<file path="config.mk">
export PLATFORM = sky130hd
export DESIGN_NAME = infix_expression_evaluator_top
export DESIGN_NICKNAME = d
export VERILOG_FILES = /design/src/rtl/core/iee_pkg.sv /design/src/rtl/core/infix_expression_evaluator_top.sv
export SDC_FILE = /design/constraint.sdc
export NUM_CORES = 2
export LEC_CHECK = 0
export ABC_AREA = 1
export BUFFER_PORTS_ARGS = -buffer_cell sky130_fd_sc_hd__buf_2
export CELL_PAD_IN_SITES_DETAIL_PLACEMENT = 0
export CELL_PAD_IN_SITES_GLOBAL_PLACEMENT = 1
export CORE_AREA = 2 2 296 298
export DETAILED_ROUTE_END_ITERATION = 8
export DIE_AREA = 0 0 298 300
export PLACE_DENSITY = 0.84
export SLEW_MARGIN = 5
export SYNTH_ARGS = -nofsm -noshare
export SYNTH_HDL_FRONTEND = slang
export SYNTH_SLANG_ARGS = --single-unit
</file>
<file path="constraint.sdc">
create_clock -name clk -period 9.8 [get_ports clk]
set_clock_uncertainty 0.2 [all_clocks]
set_input_delay 0.98 -clock clk [delete_from_list [all_inputs] [get_ports clk]]
set_output_delay 0.98 -clock clk [all_outputs]
set_load 0.05 [all_outputs]
</file>
<file path="src/rtl/core/iee_pkg.sv">
// ============================================================================
// iee_pkg : shared constants for the infix expression evaluator
// Character codes, operator and error encodings, default widths.
// ============================================================================
`default_nettype none

package iee_pkg;

    // default widths of the fixed point value
    localparam int VALUE_WIDTH_DEFAULT   = 48;
    localparam int FRACTION_BITS_DEFAULT = 16;

    // radix of the decimal numbers in the expression
    localparam int DIGIT_BASE = 10;

    // ascii codes of the accepted symbols
    localparam logic [7:0] CHAR_ZERO  = 8'h30;
    localparam logic [7:0] CHAR_NINE  = 8'h39;
    localparam logic [7:0] CHAR_STAR  = 8'h2A;
    localparam logic [7:0] CHAR_PLUS  = 8'h2B;
    localparam logic [7:0] CHAR_MINUS = 8'h2D;
    localparam logic [7:0] CHAR_SLASH = 8'h2F;

    // error codes, first one seen in an expression is kept
    localparam logic [1:0] ERR_NONE     = 2'd0;
    localparam logic [1:0] ERR_SYMBOL   = 2'd1;
    localparam logic [1:0] ERR_DIV_ZERO = 2'd2;
    localparam logic [1:0] ERR_OVERFLOW = 2'd3;

    // pending multiply or divide
    localparam logic [1:0] MD_NONE = 2'd0;
    localparam logic [1:0] MD_MUL  = 2'd1;
    localparam logic [1:0] MD_DIV  = 2'd2;

    // pending sign of the current term
    localparam logic SIGN_PLUS  = 1'b0;
    localparam logic SIGN_MINUS = 1'b1;

    // class of the character being processed
    localparam logic [1:0] OP_DIGIT  = 2'd0;
    localparam logic [1:0] OP_MULDIV = 2'd1;
    localparam logic [1:0] OP_ADDSUB = 2'd2;
    localparam logic [1:0] OP_BAD    = 2'd3;

endpackage

`default_nettype wire

</file>
<file path="src/rtl/core/infix_expression_evaluator_top.sv">
// ============================================================================
// infix_expression_evaluator_top : character stream expression evaluator
// Evaluates + - * / over decimal numbers with precedence, in signed fixed
// point, and returns the value and an error code on the last character.
// ============================================================================
//
// channel  dir  handshake             payload
// s_*      in   s_tvalid / s_tready   tdata = character, tlast = last
// m_*      out  m_tvalid / m_tready   tdata = value, error
//
// a bad symbol only records its error; a digit is multiplied by ten and,
// unless that saturates, added; * or / folds the pending operation and + or -
// also adds the term into the sum; a pending multiply runs radix-2 shift-add,
// a pending divide a restoring divide (one quotient bit per cycle, none by zero)
// the last character adds a fold, a sum update and the result load
// reset clears the control and accumulator registers; a stalled result holds
// in the output register while the next expression is already taken in
`default_nettype none

module infix_expression_evaluator_top #(
    parameter int VALUE_WIDTH   = iee_pkg::VALUE_WIDTH_DEFAULT,
    parameter int FRACTION_BITS = iee_pkg::FRACTION_BITS_DEFAULT
) (
    input  wire logic                                   clk,
    input  wire logic                                   rst_n,
    // request in
    input  wire logic                                   s_tvalid,
    output logic                                        s_tready,
    input  wire logic [7:0]                             s_tdata,  // [7:0] character
    input  wire logic                                   s_tlast,  // last
    // result out
    output logic                                        m_tvalid,
    input  wire logic                                   m_tready,
    output logic [((VALUE_WIDTH + 2 + 7) / 8) * 8 - 1:0] m_tdata  // value, error
);

    localparam int W      = VALUE_WIDTH;
    localparam int F      = FRACTION_BITS;
    localparam int OUT_W  = ((W + 2 + 7) / 8) * 8;
    localparam int QUOT_W = W + F;
    localparam int MAG_W  = (2 * W > QUOT_W) ? 2 * W : QUOT_W;
    localparam int SUM_W  = ((W > F + 4) ? W : F + 4) + 1;
    localparam int CNT_W  = $clog2(QUOT_W);

    localparam logic [W-1:0] VMAX_C     = {1'b0, {(W-1){1'b1}}};
    localparam logic [W-1:0] VMIN_C     = {1'b1, {(W-1){1'b0}}};
    localparam logic [W-1:0] VMAX_DIV10 = VMAX_C / W'(iee_pkg::DIGIT_BASE);
    localparam logic [MAG_W-1:0] MAG_POS_LIM = MAG_W'(VMAX_C);
    localparam logic [MAG_W-1:0] MAG_NEG_LIM = MAG_W'(VMIN_C);
    localparam logic [SUM_W-1:0] DIG_LIM     = SUM_W'(VMAX_C);

    // sequencer states
    localparam logic [3:0] S_IDLE  = 4'd0;
    localparam logic [3:0] S_DIG_A = 4'd1;
    localparam logic [3:0] S_DIG_B = 4'd2;
    localparam logic [3:0] S_FOLD  = 4'd3;
    localparam logic [3:0] S_MUL   = 4'd4;
    localparam logic [3:0] S_DIV   = 4'd5;
    localparam logic [3:0] S_FIN   = 4'd6;
    localparam logic [3:0] S_CLOSE = 4'd7;
    localparam logic [3:0] S_NEXT  = 4'd8;
    localparam logic [3:0] S_EMIT  = 4'd9;

    // control and accumulator registers
    logic [3:0]       state_reg,     state_next;
    logic             last_reg,      last_next;
    logic             final_reg,     final_next;
    logic [1:0]       op_reg,        op_next;
    logic [W-1:0]     number_reg,    number_next;
    logic [W-1:0]     term_reg,      term_next;
    logic [W-1:0]     sum_reg,       sum_next;
    logic [1:0]       muldiv_reg,    muldiv_next;
    logic             sign_reg,      sign_next;
    logic [1:0]       err_reg,       err_next;
    logic [CNT_W-1:0] cnt_reg,       cnt_next;
    logic             out_valid_reg, out_valid_next;

    // datapath registers
    logic [7:0]       char_reg,      char_next;
    logic             neg_reg,       neg_next;
    logic [W-1:0]     mcand_reg,     mcand_next;
    logic [2*W:0]     prod_reg,      prod_next;
    logic [QUOT_W-1:0] quot_reg,     quot_next;
    logic [W-1:0]     rem_reg,       rem_next;
    logic [W-1:0]     out_value_reg, out_value_next;
    logic [1:0]       out_error_reg, out_error_next;

    // combinational helpers
    logic [1:0]       in_op;
    logic [W-1:0]     term_mag;
    logic [W:0]       mul_add;
    logic [W-1:0]     div_trial;
    logic             div_take;
    logic [MAG_W-1:0] fold_mag;
    logic [W-1:0]     fold_val;
    logic             fold_over;
    logic [SUM_W-1:0] dig_sum;
    logic [W:0]       close_sum;
    logic             out_free;

    // keep the first error of the expression
    function automatic logic [1:0] first_err(input logic [1:0] cur, input logic [1:0] code);
        first_err = (cur == iee_pkg::ERR_NONE) ? code : cur;
    endfunction

    // handshake ports
    assign s_tready = (state_reg == S_IDLE);
    assign m_tvalid = out_valid_reg;
    assign m_tdata  = OUT_W'({out_error_reg, out_value_reg});
    assign out_free = !out_valid_reg || m_tready;

    // class of the incoming character
    always_comb
    begin
        priority if (s_tdata >= iee_pkg::CHAR_ZERO && s_tdata <= iee_pkg::CHAR_NINE)
        begin
            in_op = iee_pkg::OP_DIGIT;
        end
        else if (s_tdata == iee_pkg::CHAR_STAR || s_tdata == iee_pkg::CHAR_SLASH)
        begin
            in_op = iee_pkg::OP_MULDIV;
        end
        else if (s_tdata == iee_pkg::CHAR_PLUS || s_tdata == iee_pkg::CHAR_MINUS)
        begin
            in_op = iee_pkg::OP_ADDSUB;
        end
        else
        begin
            in_op = iee_pkg::OP_BAD;
        end
    end

    // magnitude of the term, one shift-add step, one restoring divide step
    assign term_mag  = term_reg[W-1] ? (W'(0) - term_reg) : term_reg;
    assign mul_add   = prod_reg[2*W:W] + (prod_reg[0] ? (W+1)'(mcand_reg) : (W+1)'(0));
    assign div_trial = {rem_reg[W-2:0], quot_reg[QUOT_W-1]};
    assign div_take  = (div_trial >= number_reg);

    // saturation of a finished product or quotient
    always_comb
    begin
        if (muldiv_reg == iee_pkg::MD_DIV)
        begin
            fold_mag = MAG_W'(quot_reg);
        end
        else
        begin
            fold_mag = MAG_W'(prod_reg[2*W-1:0] >> F);
        end
        if (neg_reg)
        begin
            fold_over = (fold_mag > MAG_NEG_LIM);
            fold_val  = fold_over ? VMIN_C : (W'(0) - fold_mag[W-1:0]);
        end
        else
        begin
            fold_over = (fold_mag > MAG_POS_LIM);
            fold_val  = fold_over ? VMAX_C : fold_mag[W-1:0];
        end
    end

    // digit add and running sum, both one wide add wider than the word
    assign dig_sum   = SUM_W'(number_reg) + (SUM_W'(char_reg[3:0]) << F);
    assign close_sum = (sign_reg == iee_pkg::SIGN_MINUS)
                     ? ({sum_reg[W-1], sum_reg} - {term_reg[W-1], term_reg})
                     : ({sum_reg[W-1], sum_reg} + {term_reg[W-1], term_reg});

    // sequencer
    always_comb
    begin
        state_next     = state_reg;
        last_next      = last_reg;
        final_next     = final_reg;
        op_next        = op_reg;
        number_next    = number_reg;
        term_next      = term_reg;
        sum_next       = sum_reg;
        muldiv_next    = muldiv_reg;
        sign_next      = sign_reg;
        err_next       = err_reg;
        cnt_next       = cnt_reg;
        out_valid_next = out_valid_reg && !m_tready;
        char_next      = char_reg;
        neg_next       = neg_reg;
        mcand_next     = mcand_reg;
        prod_next      = prod_reg;
        quot_next      = quot_reg;
        rem_next       = rem_reg;
        out_value_next = out_value_reg;
        out_error_next = out_error_reg;

        unique case (state_reg)
            S_IDLE:
            begin
                if (s_tvalid)
                begin
                    char_next = s_tdata;
                    last_next = s_tlast;
                    op_next   = in_op;
                    unique case (in_op)
                        iee_pkg::OP_DIGIT:  state_next = S_DIG_A;
                        iee_pkg::OP_MULDIV: state_next = S_FOLD;
                        iee_pkg::OP_ADDSUB: state_next = S_FOLD;
                        default:
                        begin
                            err_next   = first_err(err_reg, iee_pkg::ERR_SYMBOL);
                            state_next = S_NEXT;
                        end
                    endcase
                end
            end

            // number times ten, saturating
            S_DIG_A:
            begin
                if (number_reg > VMAX_DIV10)
                begin
                    number_next = VMAX_C;
                    err_next    = first_err(err_reg, iee_pkg::ERR_OVERFLOW);
                    state_next  = S_NEXT;
                end
                else
                begin
                    number_next = (number_reg << 3) + (number_reg << 1);
                    state_next  = S_DIG_B;
                end
            end

            // add the digit, saturating
            S_DIG_B:
            begin
                if (dig_sum > DIG_LIM)
                begin
                    number_next = VMAX_C;
                    err_next    = first_err(err_reg, iee_pkg::ERR_OVERFLOW);
                end
                else
                begin
                    number_next = dig_sum[W-1:0];
                end
                state_next = S_NEXT;
            end

            // apply the pending multiply or divide to the number
            S_FOLD:
            begin
                neg_next = term_reg[W-1];
                unique case (muldiv_reg)
                    iee_pkg::MD_MUL:
                    begin
                        mcand_next = term_mag;
                        prod_next  = (2*W+1)'(number_reg);
                        cnt_next   = CNT_W'(W - 1);
                        state_next = S_MUL;
                    end
                    iee_pkg::MD_DIV:
                    begin
                        if (number_reg == W'(0))
                        begin
                            err_next    = first_err(err_reg, iee_pkg::ERR_DIV_ZERO);
                            term_next   = term_reg[W-1] ? VMIN_C : VMAX_C;
                            number_next = W'(0);
                            muldiv_next = iee_pkg::MD_NONE;
                            state_next  = S_CLOSE;
                            if (!final_reg && op_reg == iee_pkg::OP_MULDIV)
                            begin
                                muldiv_next = (char_reg == iee_pkg::CHAR_STAR)
                                            ? iee_pkg::MD_MUL : iee_pkg::MD_DIV;
                                state_next  = S_NEXT;
                            end
                        end
                        else
                        begin
                            quot_next  = QUOT_W'(term_mag) << F;
                            rem_next   = W'(0);
                            cnt_next   = CNT_W'(QUOT_W - 1);
                            state_next = S_DIV;
                        end
                    end
                    default:
                    begin
                        term_next   = number_reg;
                        number_next = W'(0);
                        muldiv_next = iee_pkg::MD_NONE;
                        state_next  = S_CLOSE;
                        if (!final_reg && op_reg == iee_pkg::OP_MULDIV)
                        begin
                            muldiv_next = (char_reg == iee_pkg::CHAR_STAR)
                                        ? iee_pkg::MD_MUL : iee_pkg::MD_DIV;
                            state_next  = S_NEXT;
                        end
                    end
                endcase
            end

            // shift-add multiply, one multiplier bit per cycle
            S_MUL:
            begin
                prod_next = {1'b0, mul_add, prod_reg[W-1:1]};
                cnt_next  = cnt_reg - CNT_W'(1);
                if (cnt_reg == CNT_W'(0))
                begin
                    state_next = S_FIN;
                end
            end

            // restoring divide, one quotient bit per cycle
            S_DIV:
            begin
                rem_next  = div_take ? (div_trial - number_reg) : div_trial;
                quot_next = {quot_reg[QUOT_W-2:0], div_take};
                cnt_next  = cnt_reg - CNT_W'(1);
                if (cnt_reg == CNT_W'(0))
                begin
                    state_next = S_FIN;
                end
            end

            // signed, saturated term from the magnitude
            S_FIN:
            begin
                term_next   = fold_val;
                number_next = W'(0);
                muldiv_next = iee_pkg::MD_NONE;
                if (fold_over)
                begin
                    err_next = first_err(err_reg, iee_pkg::ERR_OVERFLOW);
                end
                state_next = S_CLOSE;
                if (!final_reg && op_reg == iee_pkg::OP_MULDIV)
                begin
                    muldiv_next = (char_reg == iee_pkg::CHAR_STAR)
                                ? iee_pkg::MD_MUL : iee_pkg::MD_DIV;
                    state_next  = S_NEXT;
                end
            end

            // add or subtract the term into the running sum
            S_CLOSE:
            begin
                if (close_sum[W] != close_sum[W-1])
                begin
                    sum_next = close_sum[W] ? VMIN_C : VMAX_C;
                    err_next = first_err(err_reg, iee_pkg::ERR_OVERFLOW);
                end
                else
                begin
                    sum_next = close_sum[W-1:0];
                end
                term_next = W'(0);
                if (!final_reg && op_reg == iee_pkg::OP_ADDSUB)
                begin
                    sign_next = (char_reg == iee_pkg::CHAR_MINUS)
                              ? iee_pkg::SIGN_MINUS : iee_pkg::SIGN_PLUS;
                end
                state_next = S_NEXT;
            end

            // end of a character: idle, final fold or result
            S_NEXT:
            begin
                priority if (final_reg)
                begin
                    state_next = S_EMIT;
                end
                else if (last_reg)
                begin
                    final_next = 1'b1;
                    state_next = S_FOLD;
                end
                else
                begin
                    state_next = S_IDLE;
                end
            end

            // load the result and clear for the next expression
            S_EMIT:
            begin
                if (out_free)
                begin
                    out_valid_next = 1'b1;
                    out_value_next = sum_reg;
                    out_error_next = err_reg;
                    number_next    = W'(0);
                    term_next      = W'(0);
                    sum_next       = W'(0);
                    muldiv_next    = iee_pkg::MD_NONE;
                    sign_next      = iee_pkg::SIGN_PLUS;
                    err_next       = iee_pkg::ERR_NONE;
                    final_next     = 1'b0;
                    state_next     = S_IDLE;
                end
            end

            default:
            begin
                state_next = S_IDLE;
            end
        endcase
    end

    // control and accumulator state
    always_ff @(posedge clk or negedge rst_n)
    begin
        if (!rst_n)
        begin
            state_reg     <= S_IDLE;
            last_reg      <= 1'b0;
            final_reg     <= 1'b0;
            op_reg        <= iee_pkg::OP_DIGIT;
            number_reg    <= '0;
            term_reg      <= '0;
            sum_reg       <= '0;
            muldiv_reg    <= iee_pkg::MD_NONE;
            sign_reg      <= iee_pkg::SIGN_PLUS;
            err_reg       <= iee_pkg::ERR_NONE;
            cnt_reg       <= '0;
            out_valid_reg <= 1'b0;
        end
        else
        begin
            state_reg     <= state_next;
            last_reg      <= last_next;
            final_reg     <= final_next;
            op_reg        <= op_next;
            number_reg    <= number_next;
            term_reg      <= term_next;
            sum_reg       <= sum_next;
            muldiv_reg    <= muldiv_next;
            sign_reg      <= sign_next;
            err_reg       <= err_next;
            cnt_reg       <= cnt_next;
            out_valid_reg <= out_valid_next;
        end
    end

    // datapath registers
    always_ff @(posedge clk)
    begin
        char_reg      <= char_next;
        neg_reg       <= neg_next;
        mcand_reg     <= mcand_next;
        prod_reg      <= prod_next;
        quot_reg      <= quot_next;
        rem_reg       <= rem_next;
        out_value_reg <= out_value_next;
        out_error_reg <= out_error_next;
    end

    // a taken character always starts work
    assert property (@(posedge clk) disable iff (!rst_n)
        s_tvalid && s_tready |=> state_reg != S_IDLE)
        else $error("accepted character left the sequencer idle");

    // the divider never runs on a zero divisor
    assert property (@(posedge clk) disable iff (!rst_n)
        state_reg == S_DIV |-> number_reg != '0 && muldiv_reg == iee_pkg::MD_DIV)
        else $error("divide running without a nonzero divisor");

    // the multiplier runs only for a pending multiply
    assert property (@(posedge clk) disable iff (!rst_n)
        state_reg == S_MUL |-> muldiv_reg == iee_pkg::MD_MUL)
        else $error("multiply running without a pending multiply");

    // loading a result clears the expression state
    assert property (@(posedge clk) disable iff (!rst_n)
        state_reg == S_EMIT && out_free
        |=> m_tvalid && sum_reg == '0 && err_reg == iee_pkg::ERR_NONE && !final_reg)
        else $error("result load did not clear the expression state");

endmodule

`default_nettype wire
</file>
Word-level counts from Yosys, hierarchy flattened
Index checks and enable logic that the tools add are counted.
{"block": "totals", "ff_bits": 479}
{"block": "classes", "add_sub_neg": 9, "magnitude_cmp": 7, "n_eq_ne": 41, "n_mux": 74, "n_reduce_logical": 42}
{"op": "48-bit two-way mux", "n": 13}
{"op": "48-bit case mux with 2 select lines", "n": 3}
{"op": "48-bit case mux with 5 select lines", "n": 1}
{"op": "97-bit case mux with 2 select lines", "n": 1}
{"op": "48-bit case mux with 4 select lines", "n": 1}
{"op": "47-bit two-way mux", "n": 3}
{"op": "64-bit two-way mux", "n": 2}
{"op": "64-bit case mux with 2 select lines", "n": 1}
{"op": "97-bit two-way mux", "n": 1}
{"op": "96-bit by 47-bit greater-than comparator with 1-bit output (second input constant)", "n": 1}
{"op": "96-bit by 48-bit greater-than comparator with 1-bit output (second input constant)", "n": 1}
{"op": "1-bit by 48-bit subtractor with 48-bit output (first input constant)", "n": 2}
{"op": "47-bit case mux with 2 select lines", "n": 1}
{"op": "80-bit two-way mux", "n": 1}
{"op": "48-bit by 20-bit adder with 49-bit output", "n": 1}
{"op": "48-bit by 48-bit adder with 49-bit output", "n": 1}
{"op": "49-bit by 48-bit adder with 49-bit output", "n": 1}
{"op": "49-bit by 47-bit greater-than comparator with 1-bit output (second input constant)", "n": 1}
{"op": "49-bit two-way mux", "n": 1}
{"op": "48-bit by 48-bit subtractor with 49-bit output", "n": 1}
{"op": "48-bit adder", "n": 1}
{"op": "8-bit by 6-bit == test with 1-bit output (second input constant)", "n": 6}
{"op": "48-bit greater-or-equal comparator", "n": 1}
{"op": "48-bit by 44-bit greater-than comparator with 1-bit output (second input constant)", "n": 1}
{"op": "other kinds (43)", "n": 126}

Longest topological paths before layout
{"block": "depth", "ltp_word": 10, "ltp_mapped": 34, "depth_no_buf": 33}

Worst setup path before layout
OpenSTA, ideal clock, no wires.
{"block": "synth_path", "path_type": "register to register", "start": "register state_reg[2]", "end": "register prod_reg[0], enable pin", "arrival_ns": 5.413, "required_time_ns": 9.142, "slack_ns": 3.728, "stages_incl_launch_ff": 8, "path_buffers": 0, "period_less_slack_ns": 6.072, "cell_sequence": "dfrtp_1 inv_1 nand2_1 nor3_4 inv_1 nor2_1 inv_1 nand2_1"}
{"block": "synth_via", "elab_chain_len": 3, "elab_cells_between_ends": 5, "classes_between": "eq/ne: 3; reduce/logical: 2"}
{"element": "start: declaration", "line": "infix_expression_evaluator_top.sv:65", "source": "logic [3:0] state_reg, state_next;"}
{"element": "start signal: assignment", "line": "infix_expression_evaluator_top.sv:423", "source": "state_reg <= state_next;"}
{"element": "4-bit by 2-bit == test with 1-bit output / 4-bit by 3-bit == test with 1-bit output (equally long branches)", "line": "infix_expression_evaluator_top.sv:192", "source": "unique case (state_reg)"}
{"element": "2-bit != test (no source line) / 2-bit nonzero test (equally long branches)"}
{"element": "2-bit AND reduction (no source line) *"}
{"element": "end signal: assignment", "line": "infix_expression_evaluator_top.sv:444", "source": "prod_reg <= prod_next;"}
{"element": "end: declaration", "line": "infix_expression_evaluator_top.sv:82", "source": "logic [2*W:0] prod_reg, prod_next;"}
Every way passes the cells marked *; elsewhere a longest branch is shown, timed or not.
A chain may end at the register's enable or synchronous reset.

Worst setup path after layout
{"block": "layout_path", "start": "register term_reg[0]", "end": "register sum_reg[24]"}
{"block": "layout_via", "elab_chain_len": 5, "elab_cells_between_ends": 7, "classes_between": "add/sub: 2; eq/ne: 1; mux: 4"}
{"element": "start: declaration", "line": "infix_expression_evaluator_top.sv:70", "source": "logic [W-1:0] term_reg, term_next;"}
{"element": "start signal: assignment", "line": "infix_expression_evaluator_top.sv:428", "source": "term_reg <= term_next;"}
{"element": "48-bit by 48-bit adder with 49-bit output / 48-bit by 48-bit subtractor with 49-bit output (equally long branches)", "line": "infix_expression_evaluator_top.sv:166, infix_expression_evaluator_top.sv:165"}
{"element": "49-bit two-way mux *", "line": "infix_expression_evaluator_top.sv:165", "source": "? ({sum_reg[W-1], sum_reg} - {term_reg[W-1], term_reg})"}
{"element": "48-bit two-way mux / 1-bit != test (equally long branches)", "line": "infix_expression_evaluator_top.sv:343, infix_expression_evaluator_top.sv:341"}
{"element": "48-bit two-way mux *", "line": "infix_expression_evaluator_top.sv:341", "source": "if (close_sum[W] != close_sum[W-1])"}
{"element": "48-bit case mux with 2 select lines *", "line": "infix_expression_evaluator_top.sv:192"}
{"element": "end signal: assignment", "line": "infix_expression_evaluator_top.sv:429", "source": "sum_reg <= sum_next;"}
{"element": "end: declaration", "line": "infix_expression_evaluator_top.sv:71", "source": "logic [W-1:0] sum_reg, sum_next;"}
Marks and branches as above.

==> metrics.txt <==
outcome completed; via count 37.58k; Rows 108; peak supply drop 0.2171 mV; # DRC 0; fin crit period 5.802 ns; synthesized area per cell 6.926 sq um; Starting Density 44.55%; count of hold-fix buffers inserted at cts 0; Reg clk slew, reported paths 0.06 ns; endpoints failing hold 0; GR Overflow Total 0; vias in the first global route 35.62k; Core Area 86210 sq um; final period utilization 59.21%; clock latency on the worst-skew pair 0.66 ns; area of the mapped netlist 38410 sq um; layout cells sized above 1 4.668%; area grow syn2layout 8.523%; TNS Setup 0 ns; pre-CTS setup slack 4.089 ns; crit start category register; Crit-path slowest cell a21oi_2; CP max FO 27; fraction of registers with async set/reset 34.31%; CTS tree built; startpoint of the worst register-to-register path term_reg[0]; Register Area 13530 sq um; leading area contributor after synthesis edfxtp_1; synth top area cells edfxtp_1 (25%), nand2_1 (14%), dfrtp_1 (11%); initial drt markers 3552; Synth Instances 5545; crit end category register; pin count of the biggest net entering global routing 87; Placer Congestion 0.9877; PostCTS Resize Cnt 0; register bit total from synthesis 478; hpwl dp 111.7 mm; first-pass GRT wire length 213.8 mm; port buffer count 64; Ports 71; TritonCTS Buffers 56; Ys Warns 0; max cap viols 0; Pins Over Slew Limit 0; Die Y 300 um; PD cells 331.4 nW/um^2; Leak 18.70 nW; final setup fails 0; Worst EP arrival 6.18 ns; CTS Sinks 478; Root Driver clkbuf_16; Detail Route Antenna Nets 0; cell depth of the worst flop-to-flop path 31; Util after Layout 48.34%; Slew @ Worst Pin 1.243 ns; H-tree levels 2; Ant. Diodes 0; Synth top area share 24.55%; R2R Setup Slk 4.00 ns; Post-synth EDFFs 314; Fill cells 8949; # Post-CTS Setup Buffers 0; RSZ-0062 raised after global routing false; WP data required 10.17 ns; CTS max path bufs 3; GRT Total Usage 30.93%; Max Fclk 172.4 MHz; area taken by multi-input logic gates 21600 sq um; die width 298 um; DIE AREA 89400 sq um; Reg2Reg Capture Point sum_reg[24]; Unique masters post-synth 58; Layout Nets 5761; CP peak stage delay 0.80 ns; sequential share of the synthesized area 35.24%; CP dominant cell by count nand2_1; classification of the worst setup path register to register; initial antenna violation count 2; First-pass DRT Iterations 6; relative max-transition margin 17.03%; Via density 5.571; Final WS setup 3.998 ns; max FFs per register 96; final wirelength 141.6 mm; Top FF cell, synth edfxtp_1; Min-Delay Path Class primary input to asynchronous set/reset pin; Avg WL per Cell 20.98 um
[cell families after synthesis]
family / after synthesis / synth area share, %
xor gates and xnor gates: 172 / 3.922
AOI/OAI and AO/OA: 1213 / 17.20
buffers and inverters: 856 / 8.734
and+or+nand+nor: 2620 / 28.12
adders and majority gates: 205 / 6.776
other: 1 / 0.009764
DFF: 478 / 35.24
[cell usage in the layout (no fill, tap or decap), types with 8 or more instances in the layout]
master / n
nand2_1: 1402
inv_1: 675
nor2_1: 666
o21ai_0: 537
a21oi_1: 387
edfxtp_1: 314
nand3_1: 297
ha_1: 199
dfrtp_1: 164
xor2_1: 122
a31oi_1: 85
nor3_1: 78
nand4_1: 75
buf_2: 63
clkbuf_16: 56
xnor2_1: 50
o21ai_1: 42
o21bai_1: 42
buf_4: 32
nor4_1: 30
o21a_1: 23
a22oi_1: 22
a21o_1: 20
inv_2: 15
o211ai_1: 13
nor2_2: 11
clkbuf_1: 11
a21boi_0: 10
nand3b_1: 10
nand2_2: 10
and3_1: 9
clkinv_2: 9
nor2_4: 8
clkinv_4: 8
[cell type report]
type	instances	share of cell area, %
clock buffers	71	3.593
clock inverters	35	1.024
inverters	695	6.268
multi-input cells	4216	51.82
flip-flops and latches	478	32.47
well taps	1155	3.467
repair buffers	96	1.360
[metal layers]
metal | routed length (um) | track usage [%] | up-vias | part of all wire, %
met3 | 7599 | 3.360 | 276 | 5.4
met2 | 66260 | 51.82 | 1252 | 47
met1 | 60200 | 40.12 | 17551 | 43
met5 | 26 | 0 | - | 0.018
li1 | - | - | 18497 | -
met4 | 7469 | 14.61 | 4 | 5.3
[cells in the mapped netlist, types with 5 or more instances]
library cell  count
a21boi_0         10
a21o_1           20
a21oi_1         388
a22oi_1          22
a31oi_1          85
and3_1            9
buf_1             8
buf_2            27
buf_4            16
buf_6             6
clkbuf_1        103
dfrtp_1         164
edfxtp_1        314
fa_1              5
ha_1            200
inv_1           679
inv_2            12
nand2_1        1404
nand2_2          10
nand3_1         298
nand3b_1         10
nand4_1          75
nor2_1          671
nor2_2            9
nor2_4            5
nor3_1           78
nor4_1           30
o211ai_1         13
o21a_1           23
o21ai_0         537
o21ai_1          42
o21ai_2           5
o21bai_1         42
or2_2             7
xnor2_1          50
xor2_1          122
[stage by stage]
| stage | area, sq um | power [mW] | cells | hold WS (ns) |
|---|---|---|---|---|
| after floorplan | 38420 | 8.770 | 5550 | 0.2469 |
| after global placement | 39750 | 11.44 | 6640 | 0.2845 |
| after detailed placement | 39750 | 11.45 | 6640 | 0.2917 |
| after CTS | 41680 | 13.72 | 6746 | 0.03930 |
| after global routing | 41680 | 14.80 | 6746 | 0.06505 |
| final | 41680 | 13.81 | 6746 | 0.05305 |
[how the worst max path moves through the flow]
stage / startpoint / end / slack (ns) / depth (start not counted)
2_1_floorplan: state_reg[2] / prod_reg[0] / 3.73 / 7
3_3_place_gp: term_reg[0] / sum_reg[34] / 4.22 / 28
3_5_place_dp: term_reg[0] / sum_reg[24] / 4.09 / 31
4_1_cts: term_reg[0] / sum_reg[24] / 4.05 / 31
5_1_grt: term_reg[0] / sum_reg[23] / 3.38 / 31
6_report: term_reg[0] / sum_reg[24] / 4.00 / 31
[where the power goes]
part           leakage, nW  internal, mW  switching (mW)  total (mW)
clock network        0.940          1.28           0.942        2.22
registers             4.54          2.67           0.592        3.26
logic                 13.2          2.45            5.88        8.33
total                 18.7          6.40            7.42        13.8
[critical path: cells and delay by family, from the launching register on]
kind	cells	cell delay, ns
AOI/OAI and AO/OA	3	1.07
xor gates and xnor gates	1	0.16
adders and majority gates	2	0.67
buffers and inverters	6	0.81
DFF	1	0.44
and+or+nand+nor	19	2.34
Power figures use the tool's default switching activity.
